$ cat src/sv/i2cec_pkg.sv
`timescale 1ns / 1ps
// Shared types and constants for the I2C EEPROM transfer chunker.
// No dependencies; every other file of the block imports this package.
package i2cec_pkg;

    localparam int CURSOR_W      = 20;
    localparam int LEN_W         = 20;
    localparam int OFFSET_W      = 19;
    localparam int SLAVE_W       = 7;
    localparam int WORD_W        = 16;
    localparam int PAGE_W        = 8;
    localparam int STATUS_W      = 2;
    localparam int OP_W          = 2;
    localparam int DEF_ADDR_BITS = 19;

    localparam logic [OP_W-1:0] OP_START_RD = 2'd0;
    localparam logic [OP_W-1:0] OP_START_WR = 2'd1;

    localparam logic [STATUS_W-1:0] STS_CHUNK   = 2'd0;
    localparam logic [STATUS_W-1:0] STS_RANGE   = 2'd1;
    localparam logic [STATUS_W-1:0] STS_NO_XFER = 2'd2;

    localparam logic [SLAVE_W-1:0] DEFAULT_SLAVE = 7'h50;

    // page offset remainder: bits of the cursor consumed per cycle
    localparam int DIV_BITS   = 4;
    localparam int DIV_STEPS  = CURSOR_W / DIV_BITS;
    localparam int DIV_CNT_W  = $clog2(DIV_STEPS);

    localparam int CFG_ADDR_W = 5;
    localparam int CFG_DATA_W = 32;
    localparam logic [2:0] REG_BASE_SLAVE = 3'd0;
    localparam logic [2:0] REG_CAPACITY   = 3'd1;
    localparam logic [2:0] REG_PG_BYTES   = 3'd2;
    localparam logic [2:0] REG_WORD_BYTES = 3'd3;
    localparam logic [2:0] REG_BLOCK_BITS = 3'd4;

    localparam logic [SLAVE_W-1:0]  RST_BASE_SLAVE = 7'd80;
    localparam logic [CURSOR_W-1:0] RST_CAPACITY   = 20'd1024;
    localparam logic [PAGE_W-1:0]   RST_PG_BYTES   = 8'd16;
    localparam logic [1:0]          RST_WORD_BYTES = 2'd1;
    localparam logic [1:0]          RST_BLOCK_BITS = 2'd2;

    typedef struct packed {
        logic [SLAVE_W-1:0]  base_dev_addr;
        logic [CURSOR_W-1:0] capacity;
        logic [PAGE_W-1:0]   pg_bytes;
        logic [1:0]          addr_bytes;
        logic [1:0]          block_select_bits;
    } cfg_t;

    typedef struct packed {
        logic load;
        logic eval;
        logic div_step;
        logic calc;
        logic emit;
    } dp_cmd_t;

    typedef struct packed {
        logic need_chunk;
        logic div_done;
        logic out_free;
    } dp_stat_t;

endpackage

$ cat src/sv/i2c_eeprom_transfer_chunker_core.sv
`timescale 1ns / 1ps
// EEPROM transfer chunker: splits linear EEPROM reads and writes into I2C chunk commands. An
// item passes through acceptance, range check, the page offset remainder unit (4 cursor bits
// per cycle), chunk sizing and the output load; the output load waits while the result side
// is not ready. Rejected starts and "next" items with no transfer running skip the remainder
// and sizing. The next item is accepted as soon as the result is in the output register,
// even while it still waits to be taken. Write registers only while the block is idle.
// Top level; depends on i2cec_pkg, i2cec_cfg, i2cec_ctrl and i2cec_dp.
module i2c_eeprom_transfer_chunker_core import i2cec_pkg::*; #(
    parameter int ADDR_BITS = DEF_ADDR_BITS,
    localparam int S_TDATA_W = ((ADDR_BITS + LEN_W + 7) / 8) * 8,
    localparam int M_DATA_BITS = SLAVE_W + WORD_W + LEN_W + OFFSET_W,
    localparam int M_TDATA_W = ((M_DATA_BITS + 7) / 8) * 8
) (
    input  logic                  aclk,
    input  logic                  aresetn,
    input  logic                  s_tvalid,
    output logic                  s_tready,
    input  logic [S_TDATA_W-1:0]  s_tdata,   // start_addr, length
    input  logic [OP_W-1:0]       s_tuser,   // opcode
    output logic                  m_tvalid,
    input  logic                  m_tready,
    output logic [M_TDATA_W-1:0]  m_tdata,   // dev_addr, mem_addr, chunk_len, buffer_offset
    output logic [STATUS_W:0]     m_tuser,   // status, is_write
    output logic                  m_tlast,
    input  logic                  psel,
    input  logic                  penable,
    input  logic                  pwrite,
    input  logic [CFG_ADDR_W-1:0] paddr,
    input  logic [CFG_DATA_W-1:0] pwdata,
    output logic [CFG_DATA_W-1:0] prdata,
    output logic                  pready
);

    cfg_t     cfg;
    dp_cmd_t  cmd;
    dp_stat_t stat;

    logic [STATUS_W-1:0] o_status;
    logic [SLAVE_W-1:0]  o_slave;
    logic [WORD_W-1:0]   o_word;
    logic [LEN_W-1:0]    o_chunk;
    logic [OFFSET_W-1:0] o_offset;
    logic                o_write;

    i2cec_cfg u_cfg (
        .aclk    (aclk),
        .aresetn (aresetn),
        .psel    (psel),
        .penable (penable),
        .pwrite  (pwrite),
        .paddr   (paddr),
        .pwdata  (pwdata),
        .prdata  (prdata),
        .pready  (pready),
        .cfg     (cfg)
    );

    i2cec_ctrl u_ctrl (
        .aclk     (aclk),
        .aresetn  (aresetn),
        .s_tvalid (s_tvalid),
        .s_tready (s_tready),
        .stat     (stat),
        .cmd      (cmd)
    );

    i2cec_dp #(
        .ADDR_BITS (ADDR_BITS)
    ) u_dp (
        .aclk              (aclk),
        .aresetn           (aresetn),
        .cfg               (cfg),
        .cmd               (cmd),
        .stat              (stat),
        .in_opcode         (s_tuser),
        .in_start_addr     (s_tdata[ADDR_BITS-1:0]),
        .in_length         (s_tdata[ADDR_BITS +: LEN_W]),
        .m_tready          (m_tready),
        .m_tvalid          (m_tvalid),
        .out_status        (o_status),
        .out_dev_addr      (o_slave),
        .out_mem_addr      (o_word),
        .out_chunk_len     (o_chunk),
        .out_buffer_offset (o_offset),
        .out_is_write      (o_write),
        .out_last          (m_tlast)
    );

    assign m_tdata = M_TDATA_W'({o_offset, o_chunk, o_word, o_slave});
    assign m_tuser = {o_write, o_status};

endmodule

$ cat src/sv/i2cec_cfg.sv
`timescale 1ns / 1ps
// APB-style configuration register file of the chunker.
// Depends on i2cec_pkg.
module i2cec_cfg import i2cec_pkg::*; (
    input  logic                  aclk,
    input  logic                  aresetn,
    input  logic                  psel,
    input  logic                  penable,
    input  logic                  pwrite,
    input  logic [CFG_ADDR_W-1:0] paddr,
    input  logic [CFG_DATA_W-1:0] pwdata,
    output logic [CFG_DATA_W-1:0] prdata,
    output logic                  pready,
    output cfg_t                  cfg
);

    cfg_t cfg_reg;
    logic wr_en;
    logic [2:0] reg_idx;

    assign pready  = 1'b1;
    assign wr_en   = psel && penable && pwrite;
    assign reg_idx = paddr[4:2];
    assign cfg     = cfg_reg;

    always_ff @(posedge aclk) begin
        if (!aresetn) begin
            cfg_reg.base_dev_addr     <= RST_BASE_SLAVE;
            cfg_reg.capacity          <= RST_CAPACITY;
            cfg_reg.pg_bytes          <= RST_PG_BYTES;
            cfg_reg.addr_bytes        <= RST_WORD_BYTES;
            cfg_reg.block_select_bits <= RST_BLOCK_BITS;
        end else if (wr_en) begin
            case (reg_idx)
                REG_BASE_SLAVE: cfg_reg.base_dev_addr     <= pwdata[SLAVE_W-1:0];
                REG_CAPACITY:   cfg_reg.capacity          <= pwdata[CURSOR_W-1:0];
                REG_PG_BYTES:   cfg_reg.pg_bytes          <= pwdata[PAGE_W-1:0];
                REG_WORD_BYTES: cfg_reg.addr_bytes        <= pwdata[1:0];
                REG_BLOCK_BITS: cfg_reg.block_select_bits <= pwdata[1:0];
                default: ;
            endcase
        end
    end

    always_comb begin
        case (reg_idx)
            REG_BASE_SLAVE: prdata = CFG_DATA_W'(cfg_reg.base_dev_addr);
            REG_CAPACITY:   prdata = CFG_DATA_W'(cfg_reg.capacity);
            REG_PG_BYTES:   prdata = CFG_DATA_W'(cfg_reg.pg_bytes);
            REG_WORD_BYTES: prdata = CFG_DATA_W'(cfg_reg.addr_bytes);
            REG_BLOCK_BITS: prdata = CFG_DATA_W'(cfg_reg.block_select_bits);
            default:        prdata = '0;
        endcase
    end

endmodule

$ cat src/sv/i2cec_ctrl.sv
`timescale 1ns / 1ps
// Sequencing FSM of the chunker: accept, check, page remainder, sizing, emit.
// Depends on i2cec_pkg; drives i2cec_dp through dp_cmd_t.
module i2cec_ctrl import i2cec_pkg::*; (
    input  logic     aclk,
    input  logic     aresetn,
    input  logic     s_tvalid,
    output logic     s_tready,
    input  dp_stat_t stat,
    output dp_cmd_t  cmd
);

    localparam logic [2:0] S_IDLE = 3'd0;
    localparam logic [2:0] S_EVAL = 3'd1;
    localparam logic [2:0] S_DIV  = 3'd2;
    localparam logic [2:0] S_CALC = 3'd3;
    localparam logic [2:0] S_EMIT = 3'd4;

    logic [2:0] state_reg, state_next;

    assign s_tready = (state_reg == S_IDLE);

    always_comb begin
        state_next = state_reg;
        cmd        = '0;
        case (state_reg)
            S_IDLE: begin
                if (s_tvalid) begin
                    cmd.load   = 1'b1;
                    state_next = S_EVAL;
                end
            end
            S_EVAL: begin
                cmd.eval   = 1'b1;
                state_next = stat.need_chunk ? S_DIV : S_EMIT;
            end
            S_DIV: begin
                cmd.div_step = 1'b1;
                if (stat.div_done) state_next = S_CALC;
            end
            S_CALC: begin
                cmd.calc   = 1'b1;
                state_next = S_EMIT;
            end
            S_EMIT: begin
                if (stat.out_free) begin
                    cmd.emit   = 1'b1;
                    state_next = S_IDLE;
                end
            end
            default: state_next = S_IDLE;
        endcase
    end

    always_ff @(posedge aclk) begin
        if (!aresetn) state_reg <= S_IDLE;
        else          state_reg <= state_next;
    end

endmodule

$ cat src/sv/i2cec_dp.sv
`timescale 1ns / 1ps
// Datapath of the chunker: transfer state, range check, page remainder unit,
// chunk sizing and the output register. Depends on i2cec_pkg.
module i2cec_dp import i2cec_pkg::*; #(
    parameter int ADDR_BITS = DEF_ADDR_BITS
) (
    input  logic                 aclk,
    input  logic                 aresetn,
    input  cfg_t                 cfg,
    input  dp_cmd_t              cmd,
    output dp_stat_t             stat,
    input  logic [OP_W-1:0]      in_opcode,
    input  logic [ADDR_BITS-1:0] in_start_addr,
    input  logic [LEN_W-1:0]     in_length,
    input  logic                 m_tready,
    output logic                 m_tvalid,
    output logic [STATUS_W-1:0]  out_status,
    output logic [SLAVE_W-1:0]   out_dev_addr,
    output logic [WORD_W-1:0]    out_mem_addr,
    output logic [LEN_W-1:0]     out_chunk_len,
    output logic [OFFSET_W-1:0]  out_buffer_offset,
    output logic                 out_is_write,
    output logic                 out_last
);

    localparam int CMP_W = (ADDR_BITS > CURSOR_W) ? ADDR_BITS : CURSOR_W;

    // latched input item
    logic [OP_W-1:0]      op_reg;
    logic [ADDR_BITS-1:0] addr_reg;
    logic [LEN_W-1:0]     len_reg;

    // transfer state
    logic [CURSOR_W-1:0]  cursor_reg;
    logic [LEN_W-1:0]     left_reg;
    logic [LEN_W-1:0]     done_reg;
    logic                 wmode_reg;
    logic                 active_reg;
    logic [STATUS_W-1:0]  status_reg;

    // remainder unit
    logic [CURSOR_W-1:0]  divq_reg, divq_next;
    logic [PAGE_W-1:0]    rem_reg, rem_next;
    logic [DIV_CNT_W-1:0] divcnt_reg;
    logic [LEN_W-1:0]     chunk_reg;

    // output register
    logic                 m_tvalid_reg;
    logic [STATUS_W-1:0]  o_status_reg;
    logic [SLAVE_W-1:0]   o_slave_reg;
    logic [WORD_W-1:0]    o_word_reg;
    logic [LEN_W-1:0]     o_chunk_reg;
    logic [OFFSET_W-1:0]  o_offset_reg;
    logic                 o_write_reg;
    logic                 o_last_reg;

    // eval
    logic                 is_start;
    logic [CMP_W-1:0]     addr_ext;
    logic [CMP_W-1:0]     total_ext;
    logic [CURSOR_W-1:0]  addr_cur;
    logic [CURSOR_W-1:0]  room_total;
    logic                 range_ok;
    logic                 has_work;
    logic [CURSOR_W-1:0]  eff_cursor;

    // sizing and emit
    logic                 wab1;
    logic [PAGE_W:0]      pg;
    logic [PAGE_W:0]      room_pg;
    logic [16:0]          blk_off;
    logic [16:0]          room_blk;
    logic [LEN_W-1:0]     chunk_a, chunk_b;
    logic [2:0]           blk_idx;
    logic [2:0]           blk_mask;
    logic [SLAVE_W-1:0]   base_eff;
    logic [SLAVE_W-1:0]   slave;
    logic [WORD_W-1:0]    word;
    logic [LEN_W-1:0]     left_after;
    logic                 out_free;
    logic                 is_chunk;

    assign is_start   = (op_reg == OP_START_RD) || (op_reg == OP_START_WR);
    assign addr_ext   = CMP_W'(addr_reg);
    assign total_ext  = CMP_W'(cfg.capacity);
    assign addr_cur   = addr_ext[CURSOR_W-1:0];
    assign room_total = cfg.capacity - addr_cur;
    assign range_ok   = (len_reg != '0) && (addr_ext < total_ext) && (len_reg <= room_total);
    assign has_work   = active_reg && (left_reg != '0);
    assign eff_cursor = is_start ? addr_cur : cursor_reg;

    assign wab1 = (cfg.addr_bytes == 2'd1);
    assign pg   = (cfg.pg_bytes == '0) ? 9'd256 : {1'b0, cfg.pg_bytes};

    // restoring remainder, DIV_BITS cursor bits per step, MSB first
    always_comb begin
        logic [PAGE_W:0] r;
        logic [CURSOR_W-1:0] q;
        r = {1'b0, rem_reg};
        q = divq_reg;
        for (int i = 0; i < DIV_BITS; i++) begin
            r = {r[PAGE_W-1:0], q[CURSOR_W-1]};
            q = {q[CURSOR_W-2:0], 1'b0};
            if (r >= pg) r = r - pg;
        end
        rem_next  = r[PAGE_W-1:0];
        divq_next = q;
    end

    assign room_pg  = pg - {1'b0, rem_reg};
    assign blk_off  = wab1 ? {9'd0, cursor_reg[7:0]} : {1'b0, cursor_reg[15:0]};
    assign room_blk = (wab1 ? 17'h00100 : 17'h10000) - blk_off;

    always_comb begin
        chunk_a = left_reg;
        if (wmode_reg && (LEN_W'(room_pg) < chunk_a)) chunk_a = LEN_W'(room_pg);
        chunk_b = chunk_a;
        if ((cfg.block_select_bits != 2'd0) && (LEN_W'(room_blk) < chunk_b))
            chunk_b = LEN_W'(room_blk);
    end

    assign blk_idx  = wab1 ? cursor_reg[10:8] : {cursor_reg[18:16]};
    assign blk_mask = 3'((4'd1 << cfg.block_select_bits) - 4'd1);
    assign base_eff = (cfg.base_dev_addr == '0) ? DEFAULT_SLAVE : cfg.base_dev_addr;
    assign slave    = base_eff | {4'd0, blk_idx & blk_mask};
    assign word     = wab1 ? {8'd0, cursor_reg[7:0]} : cursor_reg[15:0];
    assign left_after = left_reg - chunk_reg;
    assign out_free = !m_tvalid_reg || m_tready;
    assign is_chunk = (status_reg == STS_CHUNK);

    assign stat.need_chunk = is_start ? range_ok : has_work;
    assign stat.div_done   = (divcnt_reg == DIV_CNT_W'(DIV_STEPS - 1));
    assign stat.out_free   = out_free;

    always_ff @(posedge aclk) begin
        if (cmd.load) begin
            op_reg   <= in_opcode;
            addr_reg <= in_start_addr;
            len_reg  <= in_length;
        end
        if (cmd.eval) begin
            divq_reg   <= eff_cursor;
            rem_reg    <= '0;
            divcnt_reg <= '0;
            if (is_start) status_reg <= range_ok ? STS_CHUNK : STS_RANGE;
            else          status_reg <= has_work ? STS_CHUNK : STS_NO_XFER;
        end
        if (cmd.div_step) begin
            divq_reg   <= divq_next;
            rem_reg    <= rem_next;
            divcnt_reg <= divcnt_reg + DIV_CNT_W'(1);
        end
        if (cmd.calc) chunk_reg <= chunk_b;
        if (cmd.emit) begin
            o_status_reg <= status_reg;
            o_slave_reg  <= is_chunk ? slave : '0;
            o_word_reg   <= is_chunk ? word : '0;
            o_chunk_reg  <= is_chunk ? chunk_reg : '0;
            o_offset_reg <= is_chunk ? done_reg[OFFSET_W-1:0] : '0;
            o_write_reg  <= is_chunk && wmode_reg;
            o_last_reg   <= is_chunk && (chunk_reg == left_reg);
        end
    end

    always_ff @(posedge aclk) begin
        if (!aresetn) begin
            cursor_reg   <= '0;
            left_reg     <= '0;
            done_reg     <= '0;
            wmode_reg    <= 1'b0;
            active_reg   <= 1'b0;
            m_tvalid_reg <= 1'b0;
        end else begin
            if (cmd.eval && is_start) begin
                if (range_ok) begin
                    cursor_reg <= addr_cur;
                    left_reg   <= len_reg;
                    done_reg   <= '0;
                    wmode_reg  <= (op_reg == OP_START_WR);
                    active_reg <= 1'b1;
                end else begin
                    active_reg <= 1'b0;
                end
            end
            if (cmd.emit && is_chunk) begin
                cursor_reg <= cursor_reg + chunk_reg;
                left_reg   <= left_after;
                done_reg   <= done_reg + chunk_reg;
                if (left_after == '0) active_reg <= 1'b0;
            end
            if (cmd.emit)        m_tvalid_reg <= 1'b1;
            else if (m_tready)   m_tvalid_reg <= 1'b0;
        end
    end

    assign m_tvalid          = m_tvalid_reg;
    assign out_status        = o_status_reg;
    assign out_dev_addr      = o_slave_reg;
    assign out_mem_addr      = o_word_reg;
    assign out_chunk_len     = o_chunk_reg;
    assign out_buffer_offset = o_offset_reg;
    assign out_is_write      = o_write_reg;
    assign out_last          = o_last_reg;

endmodule
$ cat config.mk
export PLATFORM = sky130hd
export DESIGN_NAME = i2c_eeprom_transfer_chunker_core
export DESIGN_NICKNAME = d
export VERILOG_FILES = /design/src/sv/i2cec_pkg.sv /design/src/sv/i2c_eeprom_transfer_chunker_core.sv /design/src/sv/i2cec_cfg.sv /design/src/sv/i2cec_ctrl.sv /design/src/sv/i2cec_dp.sv
export SDC_FILE = /design/constraint.sdc
export NUM_CORES = 1
export LEC_CHECK = 0
export ABC_AREA = 1
export ABC_CLOCK_PERIOD_IN_PS = 6800
export BUFFER_PORTS_ARGS = -buffer_cell sky130_fd_sc_hd__buf_2
export CORE_ASPECT_RATIO = 1.5
export CORE_MARGIN = 3
export CORE_UTILIZATION = 45
export DETAILED_ROUTE_END_ITERATION = 6
export MAX_ROUTING_LAYER = met4
export PLACE_DENSITY = 0.66
export SYNTH_ARGS = -nofsm -noshare
export SYNTH_HDL_FRONTEND = slang
export SYNTH_SLANG_ARGS = --single-unit
$ cat constraint.sdc
create_clock -name aclk -period 6.8 [get_ports aclk]
set_clock_uncertainty 0.2 [all_clocks]
set_input_delay 0.68 -clock aclk [delete_from_list [all_inputs] [get_ports aclk]]
set_output_delay 0.68 -clock aclk [all_outputs]
set_load 0.02 [all_outputs]
* Word-level counts from Yosys, hierarchy flattened
Cells that the tools add are included.
** Word-level totals
- Flip-flop bits (word level) :: 265
- Bits of input ports :: 86
- Word-level logic and storage cells :: 156
** Operators by class
- Add/sub/neg operators :: 12
- Magnitude comparators :: 8
- Equal/unequal tests :: 15
- Shifts and indexed selects :: 1
- Mux-type cells :: 50
- Bitwise operators :: 3
- Reduce and logical (&&, ||, !) cells :: 37
** Operator list (number)
- $mux W20 :: 13
- $pmux W20 S5 :: 1
- $mux W8 :: 6
- $add A20 B20 Y20 :: 2
- $reduce_bool A20 Y1 :: 2
- $ge A9 B9 Y1 :: 4
- $mux W17 :: 2
- $sub A8 B8 Y8 :: 4
- $mux W3 :: 7
- $eq A20 B20 Y1 :: 1
- $le A20 B20 Y1 :: 1
- $logic_not A20 Y1 :: 1
- $lt A17 B20 Y1 :: 1
- $lt A19 B20 Y1 :: 1
- $lt A9 B20 Y1 :: 1
- $sub A20 B19 Y20 :: 1
- $sub A20 B20 Y20 :: 1
- $sub A17 B17 Y17 :: 1
- $mux W16 :: 1
- $mux W1 :: 15
- $pmux W3 S5 :: 1
- $reduce_and A2 Y1 :: 7
- $eq A3 B2 Y1 const B :: 4
- $logic_and A1 B1 Y1 :: 11
- other kinds (24) :: 37

* Depth between registers and ports, before layout
- Depth in word-level cells :: 11
- Gate-level depth with buffers :: 48
- Depth with buffers taken out :: 46

* Modules after synthesis
From an unflattened synthesis, not the netlist that was laid out.
** Unflattened totals
- Cells, all modules :: 2615
- Area total of the unflattened synthesis :: 19198.4 um^2
** Modules (own cells, without submodules)
- i2cec_dp :: times used 1, cells each 2251, area each 16787.4 um^2, sequential area each 6005.8 um^2
- i2cec_cfg :: times used 1, cells each 329, area each 2198.4 um^2, sequential area each 780.7 um^2
- i2cec_ctrl :: times used 1, cells each 31, area each 186.4 um^2, sequential area each 60.1 um^2
- i2c_eeprom_transfer_chunker_core :: times used 1, cells each 4, area each 26.3 um^2, sequential area each 0.0 um^2

* Least setup slack after synthesis
Ideal clock, no wire load.
- Kind :: reg-to-reg
- Start :: register u_cfg.cfg_reg (netlist bit u_cfg.cfg[5])
- End :: register u_dp.rem_reg[4], data pin
- Setup time :: 249 ps
- Arrival time :: 5998 ps
- Slack :: 352 ps
- Stages on the path, launching flop included :: 40
- Path buffers :: 3
- Period minus slack after synthesis :: 6448 ps
- Cell sequence :: dfxtp_1 nor4_1 nand2_1 ha_1 nand4_1 nor2_1 a221oi_2 nand2_2 buf_6 nand2_1 nand2_1 ha_1 a21oi_1 o21ai_1 nand4_1 nand3_1 a21oi_1 buf_2 [... 4 more ...] inv_1 nor3_1 nand3_1 o2111ai_1 nor2_1 buf_2 o21ai_0 ha_1 nand3_1 nand2_1 nand4_1 o211ai_1 nand3_1 nand2_1 inv_1 nand3_1 nand2_1 inv_1
** Between the ends
- Longest elaborated chain between the ends :: 11
** RTL lines
- start: declaration :: line i2cec_cfg.sv:17 : cfg_t cfg_reg;
- $logic_not A8 Y1 :: line i2cec_dp.sv:93 : assign pg = (cfg.pg_bytes == '0) ? 9'd256 : {1'b0, cfg.pg_bytes};
- $mux W9 (*) :: line i2cec_dp.sv:93
- $sub A8 B8 Y8 or $ge A9 B9 Y1 (tied branches) :: line i2cec_dp.sv:104 : if (r >= pg) r = r - pg;
- $mux W8 :: line i2cec_dp.sv:104
- $sub A8 B8 Y8 or $ge A9 B9 Y1 (tied branches) :: line i2cec_dp.sv:104
- $mux W8 :: line i2cec_dp.sv:104
- $sub A8 B8 Y8 or $ge A9 B9 Y1 (tied branches) :: line i2cec_dp.sv:104
- $mux W8 :: line i2cec_dp.sv:104
- $sub A8 B8 Y8 or $ge A9 B9 Y1 (tied branches) :: line i2cec_dp.sv:104
- $mux W8 (*) :: line i2cec_dp.sv:104
- $mux W8 (*) :: line i2cec_dp.sv:148 : if (cmd.div_step) begin
- end signal: assignment :: line i2cec_dp.sv:150 : rem_reg <= rem_next;
- end: declaration :: line i2cec_dp.sv:43 : logic [PAGE_W-1:0] rem_reg, rem_next;
Every way passes the cells marked *; elsewhere a longest branch is shown, timed or not.
A chain may end at the register's enable or synchronous reset.

* Worst setup path after layout
- Start :: register u_cfg.cfg_reg (netlist bit u_cfg.cfg[8])
- End :: register u_dp.rem_reg[2], data pin
** Between the ends
- Longest elaborated chain between the ends :: 11
** RTL lines (line)
- $logic_not A8 Y1 :: i2cec_dp.sv:93
- $mux W9 (*) :: i2cec_dp.sv:93
- $sub A8 B8 Y8 or $ge A9 B9 Y1 (tied branches) :: i2cec_dp.sv:104
- $mux W8 :: i2cec_dp.sv:104
- $ge A9 B9 Y1 or $sub A8 B8 Y8 (tied branches) :: i2cec_dp.sv:104
- $mux W8 :: i2cec_dp.sv:104
- $sub A8 B8 Y8 or $ge A9 B9 Y1 (tied branches) :: i2cec_dp.sv:104
- $mux W8 :: i2cec_dp.sv:104
- $sub A8 B8 Y8 or $ge A9 B9 Y1 (tied branches) :: i2cec_dp.sv:104
- $mux W8 (*) :: i2cec_dp.sv:104
- $mux W8 (*) :: i2cec_dp.sv:148
Marks and branches as above.

==> results.cfg <==
[yosys]
synth.top_cells.by_count = nand2_1, inv_1, nor2_1, a21oi_1, nand3_1
number_of_instances_in_the_synthesized_netlist = 2475
post-synth-top-area-cell = edfxtp_1
synth_most_common_cell = nand2_1
synth-seq-cells = 264
syn_avg_cell_area_um2 = 7.57
asyncSetResetFlopFracSynth_pct = 0
post_synth_instance_area_um2 = 18700
synth_largest_type_area_fraction_pct = 25.0
synth_enable_flop_cells = 156
synth-warning-count = 0
synth_seq_area_share_pct = 36.5
dominantRegCellSynth = edfxtp_1
synth_top_cells_by_area = edfxtp_1, dfxtp_1, ha_1, nand2_1, inv_1
synth_cell_type_count = 57

[timing]
final_cycle_share_pct = 95.0
hold_slack_ns = 0.0850
final.setup.worst_slack_ns = 0.338
measured_slew_at_the_worst_slew_check_pin_ns = 1.24
hold_viol = 0
maxSlewViolCount = 0
setup_viol = 0
fmaxAchievable_ghz = 0.155
timing.final.crit_period_ns = 6.46
maxSlewHeadroom_pct = 17.3

[die]
rows = 90
fp.coreArea_um2 = 40700
floorplan.io_pins = 189
die-width_um = 173
die_y_extent_um = 256
start_util_pct = 46.1
die_area_um2 = 44200

[worst_setup_path]
path_max_fanout = 7
crit_end_category = flop
crit_path_arrival_time_ns = 6.58
timing.critical_path.from = u_cfg.cfg[8]
worst_path_max_delay_cell = a221oi_2
regToRegStartpoint = u_cfg.cfg[8]
crit_path_frequent_cell = nand2_1
cpPeakStageDelay_ns = 0.35
setup.worst_path.class = flop to flop
crit_required_ns = 6.92
critPathLaunchType = flop

[cells_and_area]
post_layout_nonfiller_instances = 3207
final_layout_size_suffix_gt1_share_pct = 12.4
design.final.nets = 2894
layout-area-overhead-vs-synth_pct = 14.2
flip_flop_count_of_the_largest_register_after_layout = 39

[detailed_routing]
detail_route.wl_per_cell_um = 19.5
drtPass1Iterations = 7
detailroute.via_count = 17600
drc_errors = 0
route.final.wire_length_um = 62600
vias_per_cell = 5.50
ant_nets = 0
drt-initial-drc-count = 1312

[grt]
grtUsageMet2_pct = 49.5
number_of_global_route_vias_before_repair = 17100
gr-usage-all-layers_pct = 27.9
pin_count_of_the_biggest_net_entering_global_routing = 63
grt_util_met3_pct = 2.32
grt_antenna_before_repair = 1
use_met1_pct = 31.1
top_usage_layer = met2
wire_length_of_the_first_global_routing_pass_um = 94800
globalRouteOverflowTotal = 0

[place]
post-place-ws_ns = 0.110
detailed_placer_s_ending_hpwl_um = 48700
port-buffer-count = 158
dpl.cell_count = 3151
gp_congestion = 0.961

[clocking]
tritoncts.num_buffers = 27
cts_tree = built
worst_setup_hold_path_clk_slew_ns = 0.07
h-tree-depth = 1
clockBufferDepth = 3
ctsHoldBuffers = 0
clock-sinks = 264
insertion_delay_ns = 0.57
cts-root-buf = clkbuf_16

[hold_path]
timing.hold.worst.class = input port to flop
startpoint_of_the_worst_hold_path = s_tuser[0]

[pwr]
vdd.ir_drop.worst_mv = 0.254
p_leak_nw = 9.72
powerDensity_nw_per_um2 = 254

[outcome]
run_status = complete, no violations

[run]
cap_viol_max_count = 0
==> final cells by class <==
cell class	instances	area (um2)
clock inverters	13	208
multi-input cells	1788	10400
fillers	3961	19200
well taps	552	691
repair buffers	198	1090
flip-flops and latches	264	6850
inverters	354	1330
diodes	1	2.50
clock buffers	37	786
==> per-stage QoR <==
stage          util (%)  cell area [um2]  power, W  setup TNS, ns
6_report           52.7            21400   0.00544              0
4_1_cts            52.0            21100   0.00530              0
5_1_grt            52.7            21400   0.00574         -0.123
3_3_place_gp       49.5            20100   0.00359              0
2_1_floorplan         -            18800   0.00308              0
3_5_place_dp       49.5            20100   0.00362              0
==> timing repair <==
item / CTS / global route
endpoints found under the setup margin: 0 / 8
buffers inserted: 0 / 4
gates resized for setup: 0 / 41
==> critical path: cells and delay by family, from the launching register on <==
kind	cells	cell delay, ns
buffers and inverters	8	0.97
adders and majority gates	4	1.06
and+or+nand+nor	23	2.70
DFF	1	0.33
AOI/OAI and AO/OA	6	0.94
==> path summary, 6_finish.rpt <==
path | endpoint | slack (ns) | cells after the start
min | u_dp.op_reg[0] | 0.09 | 1
min reg2reg | u_dp.out_status[1] | 0.26 | 0
max reg2reg | u_dp.rem_reg[2] | 0.34 | 41
max | u_dp.rem_reg[2] | 0.34 | 41
==> where the power goes <==
| part | switching [W] | total (W) | internal (W) |
|---|---|---|---|
| clock | 0.000672 | 0.00167 | 0.00100 |
| sequential | 0.0000582 | 0.00184 | 0.00179 |
| combinational | 0.00116 | 0.00193 | 0.000766 |
==> layout by cell type, fill, tap and decap left out, types with 9 or more instances in the layout <==
cell type,Yosys,final
ha_4,0,12
nand3_1,174,172
nor4_1,21,18
inv_2,10,11
nand2_2,7,9
nand2_1,453,452
nor2_1,264,262
nand4_1,29,29
dfxtp_1,108,107
fa_1,9,9
edfxtp_1,156,156
or2_2,13,13
xnor2_1,25,24
o21ai_0,143,139
buf_2,15,158
a32o_1,12,12
nor3_1,29,26
conb_1,2,15
a21oi_1,254,252
ha_1,166,153
o21ai_1,11,11
xor2_1,49,49
inv_1,342,340
o21a_1,20,20
nand3b_1,12,12
clkbuf_16,0,29
buf_4,20,39
==> per-layer routing <==
metal  vias up  wire length, um
met5         -                0
met2       582            31600
met1      8253            24100
met3       185             2930
li1       8612                -
met4         0             3920
==> logic make-up after synthesis <==
logic type,share of synthesized area (%)
adder cells (fa/ha/maj),12.0
buffers and inverters,9.33
XOR/XNOR,3.46
flip-flops,36.5
AO/OA/AOI/OAI,14.9
other,0.0401
AND/OR/NAND/NOR,23.7
(Power assumes the default switching activity.)
